===== config.mk =====
export PLATFORM = sky130hd
export DESIGN_NAME = http_request_line_checker_core
export DESIGN_NICKNAME = d
export VERILOG_FILES = /design/src/design/hrlc_pkg.sv /design/src/design/http_request_line_checker_core.sv
export SDC_FILE = /design/constraint.sdc
export NUM_CORES = 1
export LEC_CHECK = 0
export ABC_AREA = 1
export BUFFER_PORTS_ARGS = -buffer_cell sky130_fd_sc_hd__buf_2
export CAP_MARGIN = 20
export CORE_ASPECT_RATIO = 1.2
export CORE_UTILIZATION = 30
export DETAILED_ROUTE_END_ITERATION = 6
export PLACE_DENSITY = 0.52
export SLEW_MARGIN = 20
export SYNTH_ARGS = -nofsm -noshare
export SYNTH_HDL_FRONTEND = slang
export SYNTH_SLANG_ARGS = --single-unit

===== constraint.sdc =====
create_clock -name i_clk -period 3.63 [get_ports i_clk]
set_input_delay 0 -clock i_clk [delete_from_list [all_inputs] [get_ports i_clk]]
set_output_delay 0 -clock i_clk [all_outputs]
set_load 0.05 [all_outputs]

===== src/design/hrlc_pkg.sv =====
// ----------------------------------------------------------------------------
// hrlc_pkg
// Types, codes and character tables shared by the request line checker.
// ----------------------------------------------------------------------------
`default_nettype none

package hrlc_pkg;

    // Verdict reason codes
    typedef enum logic [2:0] {
        RS_OK       = 3'd0,
        RS_NO_SPACE = 3'd1,
        RS_METHOD   = 3'd2,
        RS_PATH     = 3'd3,
        RS_NO_SP2   = 3'd4,
        RS_VERSION  = 3'd5,
        RS_PRIOR    = 3'd6
    } t_reason;

    localparam logic [7:0] CH_SPACE  = 8'h20;
    localparam logic [7:0] CH_SLASH  = 8'h2F;
    localparam logic [3:0] VERS_LEN  = 4'd9;
    localparam logic [2:0] IDX_SAT   = 3'd7;
    localparam logic [8:0] ST_NONE   = 9'd0;
    localparam logic [8:0] ST_400    = 9'd400;
    localparam logic [8:0] ST_405    = 9'd405;
    localparam logic [8:0] ST_505    = 9'd505;

    // Token length of each method: GET, POST, DELETE
    function automatic logic [2:0] meth_len(input logic [1:0] c);
        unique case (c)
            2'd0:    meth_len = 3'd3;
            2'd1:    meth_len = 3'd4;
            2'd2:    meth_len = 3'd6;
            default: meth_len = 3'd0;
        endcase
    endfunction

    // Character of method c at position idx (positions past the token give 0)
    function automatic logic [7:0] meth_char(input logic [1:0] c, input logic [2:0] idx);
        logic [7:0] ch;
        ch = 8'h00;
        unique case (c)
            2'd0: begin
                unique case (idx)
                    3'd0:    ch = "G";
                    3'd1:    ch = "E";
                    3'd2:    ch = "T";
                    default: ch = 8'h00;
                endcase
            end
            2'd1: begin
                unique case (idx)
                    3'd0:    ch = "P";
                    3'd1:    ch = "O";
                    3'd2:    ch = "S";
                    3'd3:    ch = "T";
                    default: ch = 8'h00;
                endcase
            end
            2'd2: begin
                unique case (idx)
                    3'd0:    ch = "D";
                    3'd1:    ch = "E";
                    3'd2:    ch = "L";
                    3'd3:    ch = "E";
                    3'd4:    ch = "T";
                    3'd5:    ch = "E";
                    default: ch = 8'h00;
                endcase
            end
            default: ch = 8'h00;
        endcase
        meth_char = ch;
    endfunction

    // Expected version text: HTTP/1.1 followed by CR
    function automatic logic [7:0] vers_char(input logic [3:0] idx);
        unique case (idx)
            4'd0:    vers_char = "H";
            4'd1:    vers_char = "T";
            4'd2:    vers_char = "T";
            4'd3:    vers_char = "P";
            4'd4:    vers_char = "/";
            4'd5:    vers_char = "1";
            4'd6:    vers_char = ".";
            4'd7:    vers_char = "1";
            4'd8:    vers_char = 8'h0D;
            default: vers_char = 8'h00;
        endcase
    endfunction

    // Missing-space reasons keep their code; others yield to a prior error
    function automatic t_reason fail_code(input t_reason r, input logic prior);
        if (r != RS_NO_SPACE && r != RS_NO_SP2 && prior) begin
            fail_code = RS_PRIOR;
        end else begin
            fail_code = r;
        end
    endfunction

    function automatic logic [8:0] status_of(input t_reason r);
        unique case (r)
            RS_NO_SPACE: status_of = ST_400;
            RS_METHOD:   status_of = ST_405;
            RS_PATH:     status_of = ST_400;
            RS_VERSION:  status_of = ST_505;
            default:     status_of = ST_NONE;
        endcase
    endfunction

endpackage

`default_nettype wire


===== src/design/http_request_line_checker_core.sv =====
// ----------------------------------------------------------------------------
// http_request_line_checker_core
// Byte-serial HTTP request line checker with path slash collapsing.
// ----------------------------------------------------------------------------
// Latency: each result is registered and visible on the output in the cycle after its input transfer.
// Throughput: one byte per cycle; the single output register is the only
//   buffer, so the input stalls exactly while a held result is stalled.
// Reset (synchronous, active low): clears the output valid and re-arms the
//   parser at the method phase with the prior error flag cleared.
`default_nettype none

module http_request_line_checker_core
    import hrlc_pkg::*;
(
    input  wire logic       i_clk,
    input  wire logic       i_rst_n,
    // byte input channel
    input  wire logic       i_in_valid,
    output logic            o_in_stall,
    input  wire logic [7:0] i_line_byte,
    input  wire logic       i_end_of_line,
    input  wire logic       i_prior_error,
    // result channel
    output logic            o_out_valid,
    input  wire logic       i_out_stall,
    output logic            o_result_kind,
    output logic [7:0]      o_path_byte,
    output logic            o_accepted,
    output logic [2:0]      o_reason,
    output logic [8:0]      o_http_status,
    output logic [1:0]      o_method_code
);

    // Parse phase of the current line
    typedef enum logic [1:0] {
        PH_METHOD   = 2'd0,
        PH_PATH     = 2'd1,
        PH_PATH_BAD = 2'd2,
        PH_VERSION  = 2'd3
    } t_phase;

    // ---------------------------------------------------------------- state
    t_phase     r_phase,        n_phase;
    logic [2:0] r_method_index, n_method_index;  // token position, then method
    logic [2:0] r_cand,         n_cand;          // live method candidates
    logic       r_prev_slash,   n_prev_slash;
    logic       r_path_len,     n_path_len;      // path holds at least one byte
    logic [3:0] r_vers_index,   n_vers_index;
    t_reason    r_failure,      n_failure;
    logic       r_prior,        n_prior;
    logic       r_line_start,   n_line_start;
    logic       r_method_known, n_method_known;

    // Output register
    logic       r_out_valid;
    logic       r_kind;
    logic [7:0] r_path_byte;
    logic       r_accepted;
    t_reason    r_reason;
    logic [8:0] r_status;
    logic [1:0] r_method;

    // Combinational result for the byte on the input
    logic       w_in_xfer;
    logic       w_out_xfer;
    logic       w_res_valid;
    logic       w_res_kind;
    logic       w_emit;
    logic       w_found_ok;
    logic [1:0] w_found;
    t_reason    w_verdict;
    logic [1:0] w_method;

    // A held result blocks the input only while the consumer stalls it
    assign o_in_stall = r_out_valid && i_out_stall;
    assign w_in_xfer  = i_in_valid && !o_in_stall;
    assign w_out_xfer = r_out_valid && !i_out_stall;

    // ------------------------------------------------------- per-byte logic
    always_comb begin
        n_phase        = r_phase;
        n_method_index = r_method_index;
        n_cand         = r_cand;
        n_prev_slash   = r_prev_slash;
        n_path_len     = r_path_len;
        n_vers_index   = r_vers_index;
        n_failure      = r_failure;
        n_method_known = r_method_known;
        n_line_start   = 1'b0;
        // The prior error flag is sampled on the first byte of each line
        n_prior        = r_line_start ? i_prior_error : r_prior;
        w_emit         = 1'b0;
        w_found_ok     = 1'b0;
        w_found        = 2'd0;
        w_verdict      = RS_OK;
        w_method       = 2'd0;

        // Once a line has failed, ignore everything up to its final byte
        if (r_failure == RS_OK) begin
            unique case (r_phase)
                PH_METHOD: begin
                    if (i_line_byte == CH_SPACE) begin
                        // Pick the live candidate whose length equals the count
                        for (int c = 0; c < 3; c++) begin
                            if (r_cand[c] && meth_len(2'(c)) == r_method_index) begin
                                w_found_ok = 1'b1;
                                w_found    = 2'(c);
                            end
                        end
                        if (!w_found_ok) begin
                            n_failure = fail_code(RS_METHOD, n_prior);
                        end else begin
                            n_method_index = {1'b0, w_found};
                            n_method_known = 1'b1;
                            n_phase        = PH_PATH;
                            n_path_len     = 1'b0;
                        end
                    end else begin
                        // Drop every candidate that this byte rules out
                        for (int c = 0; c < 3; c++) begin
                            if (!(r_method_index < meth_len(2'(c)) &&
                                  meth_char(2'(c), r_method_index) == i_line_byte)) begin
                                n_cand[c] = 1'b0;
                            end
                        end
                        if (r_method_index < IDX_SAT) begin
                            n_method_index = r_method_index + 3'd1;
                        end
                    end
                end
                PH_PATH, PH_PATH_BAD: begin
                    if (i_line_byte == CH_SPACE) begin
                        if (r_phase == PH_PATH_BAD || !r_path_len) begin
                            n_failure = fail_code(RS_PATH, n_prior);
                        end else begin
                            n_phase = PH_VERSION;
                        end
                    end else if (r_phase == PH_PATH && !r_path_len &&
                                 i_line_byte != CH_SLASH) begin
                        n_phase = PH_PATH_BAD;
                    end else if (r_phase == PH_PATH) begin
                        // Collapse each run of slashes to its first slash
                        n_path_len   = 1'b1;
                        w_emit       = !(i_line_byte == CH_SLASH && r_prev_slash);
                        n_prev_slash = (i_line_byte == CH_SLASH);
                    end
                end
                PH_VERSION: begin
                    if (r_vers_index >= VERS_LEN || vers_char(r_vers_index) != i_line_byte) begin
                        n_failure = fail_code(RS_VERSION, n_prior);
                    end else begin
                        n_vers_index = r_vers_index + 4'd1;
                    end
                end
                default: begin
                    n_phase = r_phase;
                end
            endcase
        end

        if (i_end_of_line) begin
            // Settle the verdict from the state after this byte
            w_verdict = n_failure;
            if (n_failure == RS_OK) begin
                priority if (n_phase == PH_METHOD) begin
                    w_verdict = RS_NO_SPACE;
                end else if (n_phase == PH_PATH || n_phase == PH_PATH_BAD) begin
                    w_verdict = RS_NO_SP2;
                end else if (n_vers_index != VERS_LEN) begin
                    w_verdict = fail_code(RS_VERSION, n_prior);
                end else begin
                    w_verdict = RS_OK;
                end
            end
            // Capture the method before the parser re-arms below
            w_method = n_method_known ? n_method_index[1:0] : 2'd0;
        end

        // A final byte never emits a path byte, only the verdict
        w_res_valid = i_end_of_line || w_emit;
        w_res_kind  = i_end_of_line;

        if (i_end_of_line) begin
            // Re-arm for the next line; the prior flag is re-sampled then
            n_phase        = PH_METHOD;
            n_method_index = 3'd0;
            n_cand         = 3'b111;
            n_prev_slash   = 1'b0;
            n_path_len     = 1'b0;
            n_vers_index   = 4'd0;
            n_failure      = RS_OK;
            n_method_known = 1'b0;
            n_line_start   = 1'b1;
        end
    end

    // ------------------------------------------------------------ registers
    always_ff @(posedge i_clk) begin
        if (!i_rst_n) begin
            r_phase        <= PH_METHOD;
            r_method_index <= 3'd0;
            r_cand         <= 3'b111;
            r_prev_slash   <= 1'b0;
            r_path_len     <= 1'b0;
            r_vers_index   <= 4'd0;
            r_failure      <= RS_OK;
            r_prior        <= 1'b0;
            r_line_start   <= 1'b1;
            r_method_known <= 1'b0;
            r_out_valid    <= 1'b0;
            r_kind         <= 1'b0;
            r_path_byte    <= 8'h00;
            r_accepted     <= 1'b0;
            r_reason       <= RS_OK;
            r_status       <= ST_NONE;
            r_method       <= 2'd0;
        end else begin
            if (w_in_xfer) begin
                // Advance the parser on every byte transfer
                r_phase        <= n_phase;
                r_method_index <= n_method_index;
                r_cand         <= n_cand;
                r_prev_slash   <= n_prev_slash;
                r_path_len     <= n_path_len;
                r_vers_index   <= n_vers_index;
                r_failure      <= n_failure;
                r_prior        <= n_prior;
                r_line_start   <= n_line_start;
                r_method_known <= n_method_known;
            end
            // Load a new result, or drop the held one once it is taken
            if (w_in_xfer && w_res_valid) begin
                r_out_valid <= 1'b1;
                r_kind      <= w_res_kind;
                r_path_byte <= w_res_kind ? 8'h00 : i_line_byte;
                r_accepted  <= w_res_kind && (w_verdict == RS_OK);
                r_reason    <= w_res_kind ? w_verdict : RS_OK;
                r_status    <= w_res_kind ? status_of(w_verdict) : ST_NONE;
                r_method    <= w_res_kind ? w_method : 2'd0;
            end else if (w_out_xfer) begin
                r_out_valid <= 1'b0;
            end
        end
    end

    assign o_out_valid   = r_out_valid;
    assign o_result_kind = r_kind;
    assign o_path_byte   = r_path_byte;
    assign o_accepted    = r_accepted;
    assign o_reason      = r_reason;
    assign o_http_status = r_status;
    assign o_method_code = r_method;

    // ----------------------------------------------------------- assertions
    // An accepted line carries no failure reason and no status
    a_accept_clean: assert property (@(posedge i_clk) disable iff (!i_rst_n)
        r_out_valid && r_kind && r_accepted |-> r_reason == RS_OK && r_status == ST_NONE)
        else $error("accepted verdict with a reason or status");

    // A space never appears in the emitted path
    a_path_no_space: assert property (@(posedge i_clk) disable iff (!i_rst_n)
        r_out_valid && !r_kind |-> r_path_byte != CH_SPACE)
        else $error("space emitted as a path byte");

    // The final byte of a line always re-arms the parser
    a_rearm: assert property (@(posedge i_clk) disable iff (!i_rst_n)
        w_in_xfer && i_end_of_line |=> r_line_start && r_phase == PH_METHOD &&
                                       r_failure == RS_OK)
        else $error("parser not re-armed after final byte");

    // A failed line produces no path byte before its final byte
    a_quiet_fail: assert property (@(posedge i_clk) disable iff (!i_rst_n)
        w_in_xfer && r_failure != RS_OK && !i_end_of_line |-> !w_res_valid)
        else $error("result produced after failure");

endmodule

`default_nettype wire


**Word level (Yosys, flattened, before mapping)**

Memory sizes are Yosys's and may differ from the RTL's. A register that Yosys moved wholly into a read port is not among the register bits.
Cells that the tools add are included.

- Flip-flop bits (word level): 45
- Input bits: 14
- Memories kept: 1
- ROM bits: 112
- Output and inout port bits: 26

- $lt $le $gt $ge: 5
- Add/subtract/negate cells: 2
- Multiplexer cells: 117
- Reduce and logical (&&, ||, !) cells: 44
- Equality and inequality tests: 36

Memories:

| name | depth | bits a word | rd ports | clocked after memory_dff | wr ports | line | source |
|---|---|---|---|---|---|---|---|
| (name not given) | 16 | 7 | 1 | 1 | 0 | hrlc_pkg.sv:79 | `unique case (idx)` |

Operators with widths:

| operator | number |
|---|---|
| $mux 3 | 43 |
| $mux 8 | 12 |
| $pmux 7 s4 | 2 |
| $mux 1 | 37 |
| $pmux 9 s3 | 1 |
| $eq 8x8->1 | 3 |
| $mux 4 | 6 |
| $mux 2 | 11 |
| $pmux 7 s3 | 1 |
| $reduce_and 5->1 | 4 |
| $eq 8x6->1 const B | 2 |
| $logic_and 1x1->1 | 14 |
| $eq 3x2->1 const B | 4 |
| $logic_not 3->1 | 4 |
| $ne 3x3->1 const B | 4 |
| $ne 2x2->1 const B | 5 |
| $reduce_bool 2->1 | 5 |
| $eq 3x3->1 | 3 |
| $eq 3x3->1 const B | 3 |
| $lt 3x3->1 | 3 |
| $mux 9 | 1 |
| $pmux 3 s3 | 1 |
| $ne 8x6->1 const B | 1 |
| $ne 8x8->1 | 1 |
| other kinds (19) | 33 |

**Logic depth before layout (Yosys ltp)**

- Depth after elaboration: 26
- Depth in mapped cells: 22
- Gate-level depth less buffers: 21

**Least setup slack after synthesis**

OpenSTA, ideal clock, no wires.

- Path kind: flip-flop to flip-flop
- Start point: register r_method_index[2]
- End point: register r_status[7], in the netlist o_http_status[7]
- Clock period less this slack: 2665 ps
- Stages on the path, launching flop included: 22
- Arrival time: 2595 ps
- Path slack: 965 ps
- Path buffers: 1
- Library setup time: 70 ps
- Cell sequence: dfxtp_1 buf_2 clkinv_1 ha_1 nand2_1 nand2_1 a31oi_1 nor2_1 inv_1 nand2_1 nand3_1 nand2_1 o21ai_0 inv_1 ha_1 nor3_1 nand2_1 a21oi_2 inv_1 nand2_1 nand3_1 a21oi_1

- Cells in the longest elaborated chain, start to end: 22
- Elaborated cells between the ends (all ways): 36
- Those cells by class: 9 x eq/ne; 20 x mux; 7 x reduce/logical

Ends and longest elaborated chain:

| item | line | source |
|---|---|---|
| from (decl) | http_request_line_checker_core.sv:44 | `logic [2:0] r_method_index, n_method_index;` |
| from (signal assigned) | http_request_line_checker_core.sv:221 | `r_method_index <= n_method_index;` |
| $eq 3x3->1 | http_request_line_checker_core.sv:105 | `if (r_cand[c] && meth_len(2'(c)) == r_method_index) begin` |
| $logic_and 1x1->1 | http_request_line_checker_core.sv:105 |  |
| $mux 1 (2 in a row) | http_request_line_checker_core.sv:105 |  |
| $mux 1 (*) | http_request_line_checker_core.sv:105 |  |
| $mux 1 (*) | http_request_line_checker_core.sv:102 | `if (i_line_byte == CH_SPACE) begin` |
| $mux 1 (*) | http_request_line_checker_core.sv:100 | `unique case (r_phase)` |
| $mux 1 (*) | http_request_line_checker_core.sv:99 | `if (r_failure == RS_OK) begin` |
| $mux 2 | http_request_line_checker_core.sv:110 | `if (!w_found_ok) begin` |
| (+5 left out) | n/a |  |
| $mux 3 | http_request_line_checker_core.sv:167 | `end else if (n_phase == PH_PATH \|\| n_phase == PH_PATH_BAD) begin` |
| $mux 3 | http_request_line_checker_core.sv:165 | `priority if (n_phase == PH_METHOD) begin` |
| $mux 3 (*) | http_request_line_checker_core.sv:164 | `if (n_failure == RS_OK) begin` |
| $mux 3 (*) | http_request_line_checker_core.sv:161 | `if (i_end_of_line) begin` |
| $eq 3x2->1 or $eq 3x1->1 (tied branches) | hrlc_pkg.sv:103 | `unique case (r)` |
| $reduce_or 2->1 (no source line) | n/a |  |
| $pmux 9 s3 (*) | hrlc_pkg.sv:103 |  |
| $mux 9 (*) | http_request_line_checker_core.sv:238 | `r_status <= w_res_kind ? status_of(w_verdict) : ST_NONE;` |
| to (signal assigned) | http_request_line_checker_core.sv:238 |  |
| to (decl) | http_request_line_checker_core.sv:60 | `logic [8:0] r_status;` |

Mark *: on every way between the ends. The rest lies on a longest branch, timed or not. The select of a mux whose other input is x is not followed.
A chain may end at the register's enable or synchronous reset.

**Worst setup path in the final report**

Same ends and word-level chain as after synthesis.

==> impl_metrics.yaml <==
yosys:
  synth_nets: 509
  synth_cell_types: 41
  synth_cells: 478
  synthTopCellsByArea: "dfxtp_1 30%, nand2_1 18%, ha_1 6.9%"
  synth_area_leader_cell: "dfxtp_1"
  yosysWarningCount: 0
  seq_area_frac_synth_pct: 30.4
  yosys.area.top_type_share_pct: 30.4
  ys_ff_latch: 47
  async_flop_share_pct: 0
  syn_avg_cell_area_um2: 6.47
  synth-main-ff-cell: "dfxtp_1"
  synth-edff-count: 0
  synth_area_um2: 3090
worst_setup_path:
  critical_path.top_delay_family: "simple AND/OR/NAND/NOR gates"
  cpMaxStageDelayCell: "dfxtp_1"
  r2r-end: "o_http_status[7]"
  cpPeakStageDelay_ns: 0.48
  endpoint_kind: "flip-flop"
  cp.arrival_ns: 3.32
  cp_max_fo: 8
  worstSetupPathDepth: 20
  rrSetupSlack_ns: 0.53
  path_class: "flip-flop to flip-flop"
  required_ns: 3.85
  r2r-start: "r_method_index[2]"
  startpoint: "r_method_index[2]"
  critPathBufInv: 4
  crit_top_cell: "nand2_1"
  rr_worst_depth: 20
  path_cells: "clkinv_1 > ha_1 > nand2_1 > nand2_1 > a31oi_1 > nor2_1 > inv_1 > nand2_1 > nand3_1 > nand2_1 > o21ai_0 > inv_1 > ha_1 > nor3_1 > nand2_1 > a21oi_2 > inv_1 > nand2_1 > nand3_1 > a21oi_1"
  cp-start-kind: "flip-flop"
  endpoint: "o_http_status[7]"
routing:
  ant_nets: 0
  viasPerCell: 4.90
  drt_iter0_markers: 121
  drc: 0
  wl_per_cell_um: 13.0
  dr.pass1.iters: 4
  drt-total-wl_um: 8340
  route.vias.total: 3133
grt:
  grt_pass1_wl_um: 13800
  grt_max_degree: 24
  overflow: 0
  antenna_found_initial: 0
  track_usage_pct: 16.4
  grt_pass1_vias: 2915
sta:
  clock_skew_ns: 0.00490
  setup_tns_ns: 0
  worst_pin_slew_ns: 0.816
  slew_headroom_pct: 45.0
  fmax_mhz: 322
  final.setup.worst_slack_ns: 0.529
  rsz0062_at_grt: "false"
  hold_viol: 0
  period_minus_slack_ns: 3.10
  hold_slack_ns: 0.0306
  setup_viol: 0
  slew_viol_final: 0
  period_share_pct: 85.4
clock_tree:
  clock-sinks: 47
  cts-buffers-inserted: 5
  clockRootBuffer: "clkbuf_16"
  cts_setup_buffers: 0
  cts.repair.resized: 0
  cts_tree: "done"
  clockBufferDepth: 2
  cts_hold_buf: 0
  cts.htree.levels: 2
  clock_latency_ns: 0.29
  cts.reportedPaths.clkPinSlew_ns: 0.07
pwr:
  switchingPower_w: 0.000318
  peakVddDrop_uv: 186
  combPwrFrac_pct: 13.4
  leakagePower_nw: 1.64
  internal_power_w: 0.000838
  p_per_area_nw_per_um2: 327
  p_sw_share_pct: 27.5
  clockPowerShare_pct: 40.4
  seq_power_share_pct: 46.2
final_layout:
  nets: 545
  num_antenna_cells: 0
  final_common_cell: "nand2_1"
  layout_common_cells: "146 x nand2_1, 53 x inv_1, 47 x dfxtp_1"
  fin_area_um2: 3540
  drive_above_1_share_pct: 15.6
  synthToLayoutAreaGrowth_pct: 14.5
  fin_util_pct: 35.4
  nFillCells: 1111
die:
  die_h_um: 113
  die_area_um2: 10700
  die_x_um: 94.7
  initial_core_util_pct: 30.9
  rows: 40
  coreArea_um2: 10000
  io_pins: 40
placement:
  place_area_um2: 3400
  io_buffers: 38
  place_congestion: 0.876
  hpwl_um: 6490
  pre_cts_ws_ns: 0.568
status:
  status: "complete, no violations"
worst_hold_path:
  hold_class: "input pin to flip-flop"
flow_run:
  max_cap_viol_count: 0
==> layout make-up <==
class	count	area (um2)	area share (%)
Timing Repair Buffer	43	228	6.43
Multi-Input combinational cell	353	1830	51.7
Tap cell	126	158	4.45
Inverter	64	240	6.78
Sequential cell	47	941	26.6
Clock inverter	1	5.00	0.141
Clock buffer	6	139	3.92
==> power by group through the flow <==
stage,Combinational (W),Sequential [W],Clock (W)
CTS,0.000156,0.000535,0.000478
floorplan,0.0000975,0.000557,0
global placement,0.000156,0.000546,0
detailed placement,0.000155,0.000547,0
global route,0.000173,0.000536,0.000500
finish,0.000155,0.000535,0.000467
==> tightest hold or removal path, cell delays in order <==
cell     delay [ns]
buf_2          0.14
nand2_1        0.07
a21oi_1        0.06
==> logic make-up (layout without fill, tap and decap cells) <==
kind of cell | after synthesis | count (layout) | synth area share, %
buffers and inverters | 78 | 114 | 10.4
other | 1 | 1 | 0.121
adders and majority gates | 17 | 17 | 6.88
DFF | 47 | 47 | 30.4
AOI/OAI and AO/OA | 84 | 84 | 15.9
xor gates and xnor gates | 8 | 8 | 2.27
and+or+nand+nor | 243 | 243 | 34.0
==> cells in the mapped netlist (8+ instances only) <==
cell       n
a21oi_1   38
dfxtp_1   47
ha_1      17
inv_1     53
inv_2      9
nand2_1  146
nand3_1   21
nand4_1    8
nor2_1    38
nor3_1    10
o21ai_0   19
==> how the worst min path moves through the flow <==
stage                               from        endpoint  slack (ns)  cells past startpoint
after CTS                 i_line_byte[6]  o_path_byte[6]        0.03                      3
after global routing      i_line_byte[5]  o_path_byte[5]        0.03                      3
final                     i_line_byte[5]  o_path_byte[5]        0.03                      3
after global placement    i_line_byte[5]  o_path_byte[5]        0.32                      3
after floorplan                  i_rst_n     o_out_valid        0.13                      2
after detailed placement  i_line_byte[6]  o_path_byte[6]        0.33                      3
==> through the flow <==
stage | power, W | std cells
3_5_place_dp | 0.000702 | 633
3_3_place_gp | 0.000701 | 633
6_report | 0.00116 | 640
5_1_grt | 0.00121 | 640
4_1_cts | 0.00117 | 640
2_1_floorplan | 0.000655 | 478
==> routing by layer <==
layer / part of all wire [%] / wire (um) / track usage, %
met1: 45 / 3780 / 19.7
met2: 49 / 4050 / 29.0
met3: 3.9 / 329 / 2.62
met4: 2.1 / 177 / 5.86
met5: 0 / 0 / 0
No activity file was read; power rests on OpenSTA's default activity.
